==> src/rtl/fdcds_pkg.sv <==
package fdcds_pkg;

	localparam int DIGIT_COUNT_DEF = 4;
	localparam int BUTTON_MAX      = 4;
	localparam int SEG_W           = 8;
	localparam int DIGIT_W         = 4;
	localparam int ENABLE_W        = 4;
	localparam int DEBOUNCE_W      = 8;
	localparam int BIT_CNT_W       = 3;
	localparam int QUEUE_DEPTH     = 2;
	localparam int QPTR_W          = 1;
	localparam int QCNT_W          = 2;
	localparam int S_TDATA_W       = 8;
	localparam int M_TDATA_W       = 16;

	localparam logic [DEBOUNCE_W-1:0] DEBOUNCE_RESET = 8'd5;
	localparam logic [DIGIT_W-1:0]    DIGIT_MAX      = 4'd9;
	localparam logic                  MODE_SAMPLE    = 1'b0;
	localparam logic                  MODE_SCAN      = 1'b1;

	// One scan job waiting between the front and the serializer.
	typedef struct packed {
		logic [SEG_W-1:0]    seg;
		logic [ENABLE_W-1:0] enable;
	} scan_job_t;

	// Queue handshake between front and back.
	typedef struct packed {
		logic      valid;
		scan_job_t job;
	} queue_out_t;

	function automatic logic [SEG_W-1:0] seg_pattern(input logic [DIGIT_W-1:0] value);
		logic [SEG_W-1:0] pat;
		case (value)
			4'd0:    pat = 8'hFC;
			4'd1:    pat = 8'h60;
			4'd2:    pat = 8'hDA;
			4'd3:    pat = 8'hF2;
			4'd4:    pat = 8'h66;
			4'd5:    pat = 8'hB6;
			4'd6:    pat = 8'hBE;
			4'd7:    pat = 8'hE0;
			4'd8:    pat = 8'hFE;
			4'd9:    pat = 8'hF6;
			default: pat = 8'h00;
		endcase
		return pat;
	endfunction

endpackage

==> src/rtl/four_digit_counter_display_scanner_unit.sv <==
// Channel  Dir  Handshake          Payload
// s_       in   s_tvalid/s_tready  tuser = mode, tdata[3:0] = buttons
// m_       out  m_tvalid/m_tready  tdata = serial_bit, digit_enable, segments; tlast = latch
// cfg_     in   cfg_we             cfg_wdata = debounce_samples
//
// A button sample gives no transfer. A scan tick gives eight bits on the output
// side: the serializer shifts one bit per cycle while m_tready does not stall it.
// The input side takes a transfer every cycle while the two-entry scan queue
// has room, so up to two ticks may wait behind the one being shifted.
// Reset clears digits, scan position, debounce state and the queue.
module four_digit_counter_display_scanner_unit #(
	parameter int DIGIT_COUNT = fdcds_pkg::DIGIT_COUNT_DEF
) (
	input  logic                             clk,
	input  logic                             arst_n,
	input  logic                             s_tvalid,
	output logic                             s_tready,
	input  logic [fdcds_pkg::S_TDATA_W-1:0]  s_tdata,   // [3:0] buttons, [7:4] zero
	input  logic                             s_tuser,   // [0] mode
	output logic                             m_tvalid,
	input  logic                             m_tready,
	output logic [fdcds_pkg::M_TDATA_W-1:0]  m_tdata,   // [0] serial_bit, [4:1] digit_enable,
	                                                    // [12:5] segments, [15:13] zero
	output logic                             m_tlast,   // latch
	input  logic                             cfg_we,
	input  logic [fdcds_pkg::DEBOUNCE_W-1:0] cfg_wdata
);
	import fdcds_pkg::*;

	logic       q_full, push, pop, in_accept;
	scan_job_t  push_job;
	queue_out_t head;

	// Hold off input only while the scan queue is full.
	assign s_tready  = !q_full;
	assign in_accept = s_tvalid && s_tready;

	// Front: debounce buttons, keep digits, capture the pattern for each tick.
	fdcds_front #(
		.DIGIT_COUNT(DIGIT_COUNT)
	) u_front (
		.clk      (clk),
		.arst_n   (arst_n),
		.cfg_we   (cfg_we),
		.cfg_wdata(cfg_wdata),
		.in_accept(in_accept),
		.mode     (s_tuser),
		.buttons  (s_tdata[BUTTON_MAX-1:0]),
		.push     (push),
		.push_job (push_job)
	);

	// Queue: decouple tick capture from serial shifting.
	fdcds_fifo u_fifo (
		.clk     (clk),
		.arst_n  (arst_n),
		.push    (push),
		.push_job(push_job),
		.full    (q_full),
		.pop     (pop),
		.head    (head)
	);

	// Back: shift each pattern out MSB first, latch and enable on the last bit.
	fdcds_back u_back (
		.clk     (clk),
		.arst_n  (arst_n),
		.head    (head),
		.pop     (pop),
		.m_tvalid(m_tvalid),
		.m_tready(m_tready),
		.m_tdata (m_tdata),
		.m_tlast (m_tlast)
	);

endmodule

==> src/rtl/fdcds_front.sv <==
module fdcds_front #(
	parameter int DIGIT_COUNT = fdcds_pkg::DIGIT_COUNT_DEF
) (
	input  logic                             clk,
	input  logic                             arst_n,
	input  logic                             cfg_we,
	input  logic [fdcds_pkg::DEBOUNCE_W-1:0] cfg_wdata,
	input  logic                             in_accept,
	input  logic                             mode,
	input  logic [fdcds_pkg::BUTTON_MAX-1:0] buttons,
	output logic                             push,
	output fdcds_pkg::scan_job_t             push_job
);
	import fdcds_pkg::*;

	localparam int POS_W     = (DIGIT_COUNT > 1) ? $clog2(DIGIT_COUNT) : 1;
	localparam int BTN_COUNT = (DIGIT_COUNT < BUTTON_MAX) ? DIGIT_COUNT : BUTTON_MAX;

	logic [DEBOUNCE_W-1:0] debounce_q;
	logic [DIGIT_W-1:0]    digit_q [DIGIT_COUNT];
	logic [DIGIT_W-1:0]    digit_n [DIGIT_COUNT];
	logic [POS_W-1:0]      pos_q;
	logic [BUTTON_MAX-1:0] prev_q;
	logic [BTN_COUNT-1:0]  pend_q, pend_n;
	logic [DEBOUNCE_W-1:0] cd_q [BTN_COUNT];
	logic [DEBOUNCE_W-1:0] cd_n [BTN_COUNT];
	logic                  sample;
	logic [ENABLE_W-1:0]   enable;

	assign sample = in_accept && (mode == MODE_SAMPLE);
	assign push   = in_accept && (mode == MODE_SCAN);

	always_comb begin
		enable = '0;
		for (int i = 0; i < BTN_COUNT; i++) begin
			enable[i] = (pos_q == POS_W'(i));
		end
		push_job.seg    = seg_pattern(digit_q[pos_q]);
		push_job.enable = enable;
	end

	// Debounce lanes: one per digit that owns a button.
	always_comb begin
		for (int d = 0; d < DIGIT_COUNT; d++) begin
			digit_n[d] = digit_q[d];
		end
		pend_n = pend_q;
		for (int i = 0; i < BTN_COUNT; i++) begin
			cd_n[i] = cd_q[i];
			if (pend_q[i]) begin
				if (cd_q[i] != '0) begin
					cd_n[i] = cd_q[i] - 1'b1;
				end
				if (cd_n[i] == '0) begin
					pend_n[i] = 1'b0;
					if (!buttons[i]) begin
						digit_n[i] = (digit_q[i] >= DIGIT_MAX) ? '0 : digit_q[i] + 1'b1;
					end
				end
			end else if (prev_q[i] && !buttons[i]) begin
				cd_n[i] = debounce_q;
				if (debounce_q == '0) begin
					digit_n[i] = (digit_q[i] >= DIGIT_MAX) ? '0 : digit_q[i] + 1'b1;
				end else begin
					pend_n[i] = 1'b1;
				end
			end
		end
	end

	always_ff @(posedge clk or negedge arst_n) begin
		if (!arst_n) begin
			debounce_q <= DEBOUNCE_RESET;
			pos_q      <= '0;
			prev_q     <= '1;
			pend_q     <= '0;
			for (int d = 0; d < DIGIT_COUNT; d++) begin
				digit_q[d] <= '0;
			end
			for (int i = 0; i < BTN_COUNT; i++) begin
				cd_q[i] <= '0;
			end
		end else begin
			if (cfg_we) begin
				debounce_q <= cfg_wdata;
			end
			if (sample) begin
				prev_q <= buttons;
				pend_q <= pend_n;
				for (int d = 0; d < DIGIT_COUNT; d++) begin
					digit_q[d] <= digit_n[d];
				end
				for (int i = 0; i < BTN_COUNT; i++) begin
					cd_q[i] <= cd_n[i];
				end
			end
			if (push) begin
				pos_q <= (pos_q == POS_W'(DIGIT_COUNT - 1)) ? '0 : pos_q + 1'b1;
			end
		end
	end

endmodule

==> src/rtl/fdcds_fifo.sv <==
module fdcds_fifo (
	input  logic                  clk,
	input  logic                  arst_n,
	input  logic                  push,
	input  fdcds_pkg::scan_job_t  push_job,
	output logic                  full,
	input  logic                  pop,
	output fdcds_pkg::queue_out_t head
);
	import fdcds_pkg::*;

	scan_job_t          mem_q [QUEUE_DEPTH];
	logic [QPTR_W-1:0]  wr_q, rd_q;
	logic [QCNT_W-1:0]  cnt_q;

	assign full       = (cnt_q == QCNT_W'(QUEUE_DEPTH));
	assign head.valid = (cnt_q != '0);
	assign head.job   = mem_q[rd_q];

	always_ff @(posedge clk) begin
		if (push) begin
			mem_q[wr_q] <= push_job;
		end
	end

	always_ff @(posedge clk or negedge arst_n) begin
		if (!arst_n) begin
			wr_q  <= '0;
			rd_q  <= '0;
			cnt_q <= '0;
		end else begin
			if (push) begin
				wr_q <= wr_q + 1'b1;
			end
			if (pop) begin
				rd_q <= rd_q + 1'b1;
			end
			case ({push, pop})
				2'b10:   cnt_q <= cnt_q + 1'b1;
				2'b01:   cnt_q <= cnt_q - 1'b1;
				default: cnt_q <= cnt_q;
			endcase
		end
	end

endmodule

==> src/rtl/fdcds_back.sv <==
module fdcds_back (
	input  logic                             clk,
	input  logic                             arst_n,
	input  fdcds_pkg::queue_out_t            head,
	output logic                             pop,
	output logic                             m_tvalid,
	input  logic                             m_tready,
	output logic [fdcds_pkg::M_TDATA_W-1:0]  m_tdata,
	output logic                             m_tlast
);
	import fdcds_pkg::*;

	scan_job_t            job_q, cur;
	logic                 busy_q;
	logic [BIT_CNT_W-1:0] cnt_q, cnt;
	logic                 load_out, emit, last;
	logic                 out_valid_q, out_last_q;
	logic [M_TDATA_W-1:0] out_data_q;

	assign load_out = !out_valid_q || m_tready;
	assign emit     = load_out && (busy_q || head.valid);
	assign pop      = emit && !busy_q;
	assign cur      = busy_q ? job_q : head.job;
	assign cnt      = busy_q ? cnt_q : '0;
	assign last     = (cnt == '1);

	always_ff @(posedge clk) begin
		if (pop) begin
			job_q <= head.job;
		end
		if (emit) begin
			out_data_q <= {3'b000, cur.seg, (last ? cur.enable : '0), cur.seg[~cnt]};
		end
	end

	always_ff @(posedge clk or negedge arst_n) begin
		if (!arst_n) begin
			busy_q      <= 1'b0;
			cnt_q       <= '0;
			out_valid_q <= 1'b0;
			out_last_q  <= 1'b0;
		end else begin
			if (emit) begin
				busy_q     <= !last;
				cnt_q      <= cnt + 1'b1;
				out_last_q <= last;
			end
			if (load_out) begin
				out_valid_q <= emit;
			end
		end
	end

	assign m_tvalid = out_valid_q;
	assign m_tdata  = out_data_q;
	assign m_tlast  = out_last_q;

endmodule

==> config.mk <==
export PLATFORM = sky130hd
export DESIGN_NAME = four_digit_counter_display_scanner_unit
export DESIGN_NICKNAME = d
export VERILOG_FILES = /design/src/rtl/fdcds_pkg.sv /design/src/rtl/four_digit_counter_display_scanner_unit.sv /design/src/rtl/fdcds_front.sv /design/src/rtl/fdcds_fifo.sv /design/src/rtl/fdcds_back.sv
export SDC_FILE = /design/constraint.sdc
export NUM_CORES = 1
export LEC_CHECK = 0
export BUFFER_PORTS_ARGS = -buffer_cell sky130_fd_sc_hd__buf_2
export CORE_ASPECT_RATIO = 1.4
export CORE_UTILIZATION = 25
export CTS_CLUSTER_SIZE = 16
export DETAILED_ROUTE_END_ITERATION = 8
export SLEW_MARGIN = 20
export SYNTH_ARGS = -nofsm -noshare
export SYNTH_HDL_FRONTEND = slang
export SYNTH_SLANG_ARGS = --single-unit
==> constraint.sdc <==
create_clock -name clk -period 4.85 [get_ports clk]
set_clock_uncertainty 0.15 [all_clocks]
set_input_delay 0.7275 -clock clk [delete_from_list [all_inputs] [get_ports clk]]
set_output_delay 0.7275 -clock clk [all_outputs]
set_load 0.03 [all_outputs]
==> reports/results.ini, run 1 <==
[synth]
synth_edf_count=45
synthesis.area_sq_mm=0.00684
avgSynthCellArea_sq_um=10.5
synth-async-reset-ratio_pct=62.8
synth.distinct_cells=83
synth_seq_cells=121
yosys_warnings=0
ys.flop_type=dfrtp_1
ys_seq_area_share_pct=47.7
synth_cells=651

[sta]
worst-slew-pin-transition_ns=1.11
finalCritPeriodShare_pct=57.5
slew_headroom_pct=25.4
fin_ws_ns=2.06
rsz0062_at_grt=false
fmax_ghz=0.359
hold_viol_final=0
finalHoldWorstSlack_ns=0.164
fin_crit_ns=2.79
slew_violations=0
setup_viol=0
fin_setup_tns_ns=0

[critical_path]
cp.required_ns=5.04
crit_path_end_kind=flop
worstPathMaxFanout=24
timing_worst_setup_path_type=flop to flop
cp-start-kind=flop
arrival_ns=2.98

[clock_network]
clk_pin_slew_ns=0.06
clkSinkCount=121
cts-htree-levels=4
cts_tree=yes
cts_hold_buf=0
cts_buffer_depth=2
cts_root_buffer=clkbuf_16
cts_buffers=17
post_cts_buffers=0
cts_resized=0
clk_latency_ns=0.42

[route]
num_vias=5002
drc=0
drt_first_iter_violations=185
viasPerCell=4.75
drtAntennaViolNets=0
drt-total-wl_mm=14.0
wl_per_cell_um=13.3
dr.pass1.iters=5

[placement]
pre_cts_slack_ns=1.62
place.gp.congestion=0.827
hpwl_mm=9.76
port_buffers=32

[die]
start_util_pct=25.4
design.die.area_sq_mm=0.0280
core_sq_mm=0.0269
die_h_um=198
io_pins=41
rows=71
die_w_um=142

[grt]
antenna_found_initial=0
grt_use_total_pct=10.8
grt_max_degree=77
grt-ovfl-total=0
grt_pass1_vias=5057
grt_pass1_wl_mm=24.0

[power]
p_per_area_mw_per_mm2=518
leakage_nw=3.16
ir_drop_mv=0.299

[layout]
fin_nets=731
diodes=0
areaGrowthSynthToFinish_pct=16.1
drive_gt1_share_pct=18.6
num-fill-cells=2796

[hold_path]
hold_path_class=input pin to async pin

[run]
max-cap-violations=0

[outcome]
status=finished clean

placed cells by master, fill, tap and decap left out, drive strengths merged, types with 4 or more instances in the layout:
cell type  netlist  layout
o21ai           53      53
edfxtp          45      45
and3             5       5
o211a            4       4
clkinv           1       5
mux2            28      28
o22ai            9       9
inv             46      53
nor3            25      25
ha              33      33
a31oi           10      10
nor2b            9       9
or3              8       8
nand2b          10      10
buf             10      33
o41ai            5       5
conb             1       4
and2             5       5
a22oi           14      14
or4              4       4
xnor2            5       5
nand2           42      42
mux2i            4       4
dfrtp           70      70
a211oi           4       4
nor4            10      10
nor2            39      39
a221o            6       6
o21a             5       5
clkbuf          20      18
a21oi           37      37
nand3           13      13
nor3b            8       8
o31ai            8       8
mux4             4       4
dfstp            6       6
metal layers:
layer	up-vias	wire length (um)	track usage, %
li1	2456	-	-
met1	2433	6080	12.0
met3	25	486	2.40
met2	88	7180	19.7
met4	0	246	4.46
met5	-	0	0
registers in the layout, summed over array words and instances (netlist names):
register and count:
u_back.m_tdata 12, u_front.pend_q 4, u_back.cnt_q 3, u_fifo.wr_q 1
u_back.m_tlast 1, u_front.cd_q 32, u_fifo.rd_q 1, u_front.debounce_q 8
u_fifo.mem_q 22, u_fifo.cnt_q 2, u_back.busy_q 1, u_back.m_tvalid 1
u_front.pos_q 2, u_front.prev_q 4, u_front.digit_q 16, u_back.job_q 11
synthesized netlist by cell type (4+ instances only):
library cell	instances	area share, %
a21oi_1	37	2.7
a221o_1	4	0.59
a22oi_1	14	1.5
a31oi_1	9	0.82
and2_1	5	0.46
and3_1	5	0.46
buf_4	4	0.44
clkbuf_1	20	1.1
dfrtp_1	70	26
dfstp_2	6	2.3
edfxtp_1	45	20
ha_1	33	6.0
inv_1	46	2.5
mux2_2	27	4.4
mux2i_1	4	0.59
mux4_2	4	1.3
nand2_1	41	2.3
nand2b_1	10	0.91
nand3_1	13	0.95
nor2_1	39	2.1
nor2b_1	9	0.82
nor3_1	24	1.8
nor3b_1	6	0.66
nor4_1	8	0.73
o211a_1	4	0.59
o21a_1	5	0.55
o21ai_0	49	3.6
o22ai_1	9	0.82
o31ai_1	7	0.77
or3_1	8	0.73
xnor2_1	5	0.64
power breakdown:
group	switching [mW]	leakage [nW]	internal, mW
Sequential	0.307	1.26	1.38
Combinational	0.647	1.61	0.485
Clock	0.506	0.293	0.782
path summary, 6_finish.rpt:
kind	cells past startpoint	start	slack, ns	end
worst min-delay path	1	arst_n	0.16	u_front.cd_q[2]
max in group asynchronous	1	arst_n	3.83	u_fifo.wr_q
min in group clk	2	u_front.prev_q[1]	0.31	u_front.prev_q[1]
worst min register to register	2	u_front.prev_q[1]	0.31	u_front.prev_q[1]
worst max register to register	5	u_back.busy_q	2.06	u_fifo.cnt_q[1]
worst max-delay path	5	u_back.busy_q	2.06	u_fifo.cnt_q[1]
logic make-up (layout without fill, tap and decap cells):
logic type	count (synthesis)	in the layout	synth area share [%]
adder cells (fa/ha/maj)	33	33	6.04
buffers and inverters	77	112	4.72
XOR/XNOR	8	8	1.02
flip-flops	121	121	47.7
AND/OR/NAND/NOR	194	194	15.5
multiplexers	36	36	6.57
AO/OA/AOI/OAI	181	181	18.4
other	1	4	0.0548
stage by stage:
| step | std cells | utilization [%] | area [sq um] | total power [mW] |
|---|---|---|---|---|
| after detailed placement | 1022 | 27.2 | 7330 | 2.84 |
| after CTS | 1054 | 29.5 | 7930 | 4.15 |
| after global routing | 1054 | 29.5 | 7940 | 4.37 |
| final | 1054 | 29.5 | 7940 | 4.11 |
| after floorplan | 654 | - | 6850 | 2.56 |
| after global placement | 1022 | 27.2 | 7330 | 2.81 |
cell type report:
| type | instances | area, sq um | area share [%] |
|---|---|---|---|
| inverter | 47 | 176 | 2.22 |
| sequential | 121 | 3260 | 41.1 |
| clock inverter | 14 | 160 | 2.02 |
| timing repair buffer | 33 | 174 | 2.19 |
| clock buffer | 18 | 439 | 5.53 |
| tap | 365 | 457 | 5.75 |
| multi-input combinational | 456 | 3270 | 41.2 |
critical path, cell delays in order (launching register included):
cell and delay (ns):
dfrtp_1 0.83, nor3_1 0.24, nor3_2 0.79, ha_1 0.41, nor2_1 0.13, xor2_1 0.15
No activity file was read; power rests on OpenSTA's default activity.
==> run 2, diff against run 1 <==
==> constraint.sdc (replaced) <==
create_clock -name clk -period 2.57 [get_ports clk]
set_clock_uncertainty 0.15 [all_clocks]
set_input_delay 0.3855 -clock clk [delete_from_list [all_inputs] [get_ports clk]]
set_output_delay 0.3855 -clock clk [all_outputs]
set_load 0.03 [all_outputs]
==> run 2 against run 1 <==
Compared with the run above:
- wire length up 4.2%
- clock-buffer cell count rose by 1
- first-iteration DRC count increased by 64%
- global-route usage increased by 0.40 points
- total power up 91%
- setup slack worse by 1.9 ns
- sequential power is 84% higher
- register-to-register slack got worse by 1.9 ns
- clock power up 84%
- die area stayed put
- critical path depth increased by 4
- sequential share of layout area fell by 1.4 points
- highest routed layer is now met5
==> reports/results.ini, run 2 (synthesized netlist as in run 1, its figures left out) <==
[layout]
layout_common_cells=dfrtp_1 (70), o21ai_0 (49), inv_1 (46)
final_common_cell=dfrtp_1
regMostFlops=u_front.cd_q
diodes=0  ; unchanged
drive_gt1_share_pct=22.7  ; +4.1 points
largest_reg_flops=32  ; unchanged
fin_nets=764  ; +4.5%
largestRegisters=u_front.cd_q (32), u_fifo.mem_q (22), u_front.digit_q (16)
finalNonFillerCells=1087  ; +3.1%
areaGrowthSynthToFinish_pct=20.1

[clock_network]
cts_tree=yes
clk_latency_ns=0.42  ; about the same
cts_buffer_depth=2  ; unchanged
clkSinkCount=121  ; unchanged
clk_pin_slew_ns=0.06  ; about the same
cts-htree-levels=4  ; unchanged
cts_root_buffer=clkbuf_16
cts_buffers=17  ; unchanged

[placement]
pre_cts_slack_ns=0.0716  ; -1.55 ns
dp.cells=1051  ; +2.8%
hpwl_mm=10.4  ; +6.2%
place.gp.congestion=0.849  ; +2.6%
port_buffers=32  ; unchanged

[power]
ir_drop_mv=0.478  ; +60%
p_per_area_mw_per_mm2=957  ; +85%
leakage_nw=3.31  ; +4.7%

[grt]
grt_pass1_wl_mm=24.7  ; +2.9%
grt_pass1_vias=5092  ; +0.69%
grt_use_total_pct=11.2  ; +0.40 points
grt_max_degree=49  ; -36%
antenna_found_initial=1  ; +1
grt-ovfl-total=0  ; unchanged

[sta]
fin_crit_ns=2.42  ; -0.366 ns
fin_ws_ns=0.149  ; -1.91 ns
slew_violations=0  ; unchanged
fmax_ghz=0.413  ; +15%
slew_headroom_pct=29.2  ; +3.8 points
setup_viol=0  ; unchanged
worst-slew-pin-transition_ns=1.06  ; -0.0553 ns
hold_viol_final=0  ; unchanged
rsz0062_at_grt=false
fin_setup_tns_ns=0  ; unchanged
finalCritPeriodShare_pct=94.2  ; +37 points

[route]
drtAntennaViolNets=0  ; unchanged
num_vias=5129  ; +2.5%
drt_first_iter_violations=304  ; +64%
drc=0  ; unchanged
dr.pass1.iters=7  ; +2
drt-total-wl_mm=14.6  ; +4.2%
viasPerCell=4.72  ; -0.57%
wl_per_cell_um=13.4  ; +1.0%

[hold_path]
hold_path_class=input pin to flop
hp-start=s_tdata[1]
whs_endpoint=u_front.prev_q[1]
whs_path_depth=3

[critical_path]
worstPathMaxFanout=7  ; -71%
max_stage_delay_ns=0.40  ; -0.43 ns
slowest_stage=dfrtp_1
arrival_ns=2.58  ; -0.40 ns
r2r_start=u_front.cd_q[17]
r2r-end=u_front.digit_q[8]
rrSetupSlack_ns=0.15  ; -1.91 ns
cp.required_ns=2.73  ; -2.31 ns
timing_worst_setup_path_type=flop to flop
cp-start-kind=flop
reg2reg_depth=9  ; +4
cp_cell_sequence=inv_1 > ha_1 > nor4b_4 > nand2_1 > a31oi_2 > a2111oi_4 > buf_4 > or2_2 > a31o_1
crit_path_end_kind=flop

[die]
die_w_um=142  ; unchanged
design.die.area_sq_mm=0.0280  ; unchanged
core_sq_mm=0.0269  ; unchanged
die_h_um=198  ; unchanged
rows=71  ; unchanged
io_pins=41  ; unchanged
start_util_pct=25.4  ; unchanged

[run]
max-cap-violations=0  ; unchanged

[outcome]
status=finished clean

run 2: where the power goes:
group          total (mW)  leakage [nW]  internal [mW]  switching [mW]
clock                2.37         0.272           1.46           0.915
sequential           3.11          1.26           2.60           0.509
combinational        2.38          1.78           1.03            1.35
total                7.86          3.31           5.09            2.77
run 2: what timing repair did:
item	4_1_cts	5_1_grt
endpoints found under the hold margin	42	0
setup endpoints to repair	0	6
setup buffers	0	3
hold buffers	1	0
gates resized for setup	0	6
run 2: worst max path at each step:
stage / from / end / slack (ns) / cells past startpoint
2_1_floorplan: u_back.busy_q / u_fifo.cnt_q[1] / 0.21 / 6
3_3_place_gp: u_front.cd_q[17] / u_front.digit_q[9] / 0.08 / 8
3_5_place_dp: u_front.cd_q[17] / u_front.digit_q[9] / 0.07 / 8
4_1_cts: u_front.cd_q[17] / u_front.digit_q[9] / 0.05 / 8
5_1_grt: u_front.cd_q[17] / u_front.digit_q[8] / 0.004 / 9
6_report: u_front.cd_q[17] / u_front.digit_q[8] / 0.15 / 9
run 2: metal layers:
| layer | part of all wire [%] | wire length, um | track usage [%] | up-vias |
|---|---|---|---|---|
| li1 | - | - | - | 2524 |
| met5 | 0.089 | 13 | 0 | - |
| met3 | 3.8 | 561 | 2.91 | 26 |
| met1 | 43 | 6320 | 12.6 | 2462 |
| met4 | 2.2 | 316 | 4.46 | 2 |
| met2 | 51 | 7370 | 20.0 | 115 |
run 2: stage by stage:
| step | hold WS, ns | area [sq um] | power, mW | utilization (%) |
|---|---|---|---|---|
| 4_1_cts | 0.0123 | 8150 | 7.88 | 30.3 |
| 3_5_place_dp | 0.295 | 7550 | 5.47 | 28.1 |
| 6_report | 0.0212 | 8210 | 7.86 | 30.5 |
| 5_1_grt | 0.0194 | 8210 | 8.37 | 30.5 |
| 3_3_place_gp | 0.297 | 7550 | 5.41 | 28.1 |
| 2_1_floorplan | -0.0601 | 6850 | 4.84 | - |
run 2: critical path, delay by kind of cell, from the launching register on:
kind                     cells  cell delay (ns)
AO/OA/AOI/OAI                3             0.52
flip-flops                   1             0.40
adder cells (fa/ha/maj)      1             0.21
AND/OR/NAND/NOR              3             0.71
buffers and inverters        2             0.32
run 2: area by class of cell:
| type | instances | area [sq um] |
|---|---|---|
| Fill cell | 2764 | 18700 |
| Multi-Input combinational cell | 456 | 3310 |
| Sequential cell | 121 | 3260 |
| Tap cell | 365 | 457 |
| Clock buffer | 19 | 443 |
| Timing Repair Buffer | 66 | 420 |
| Inverter | 47 | 176 |
| Clock inverter | 13 | 146 |
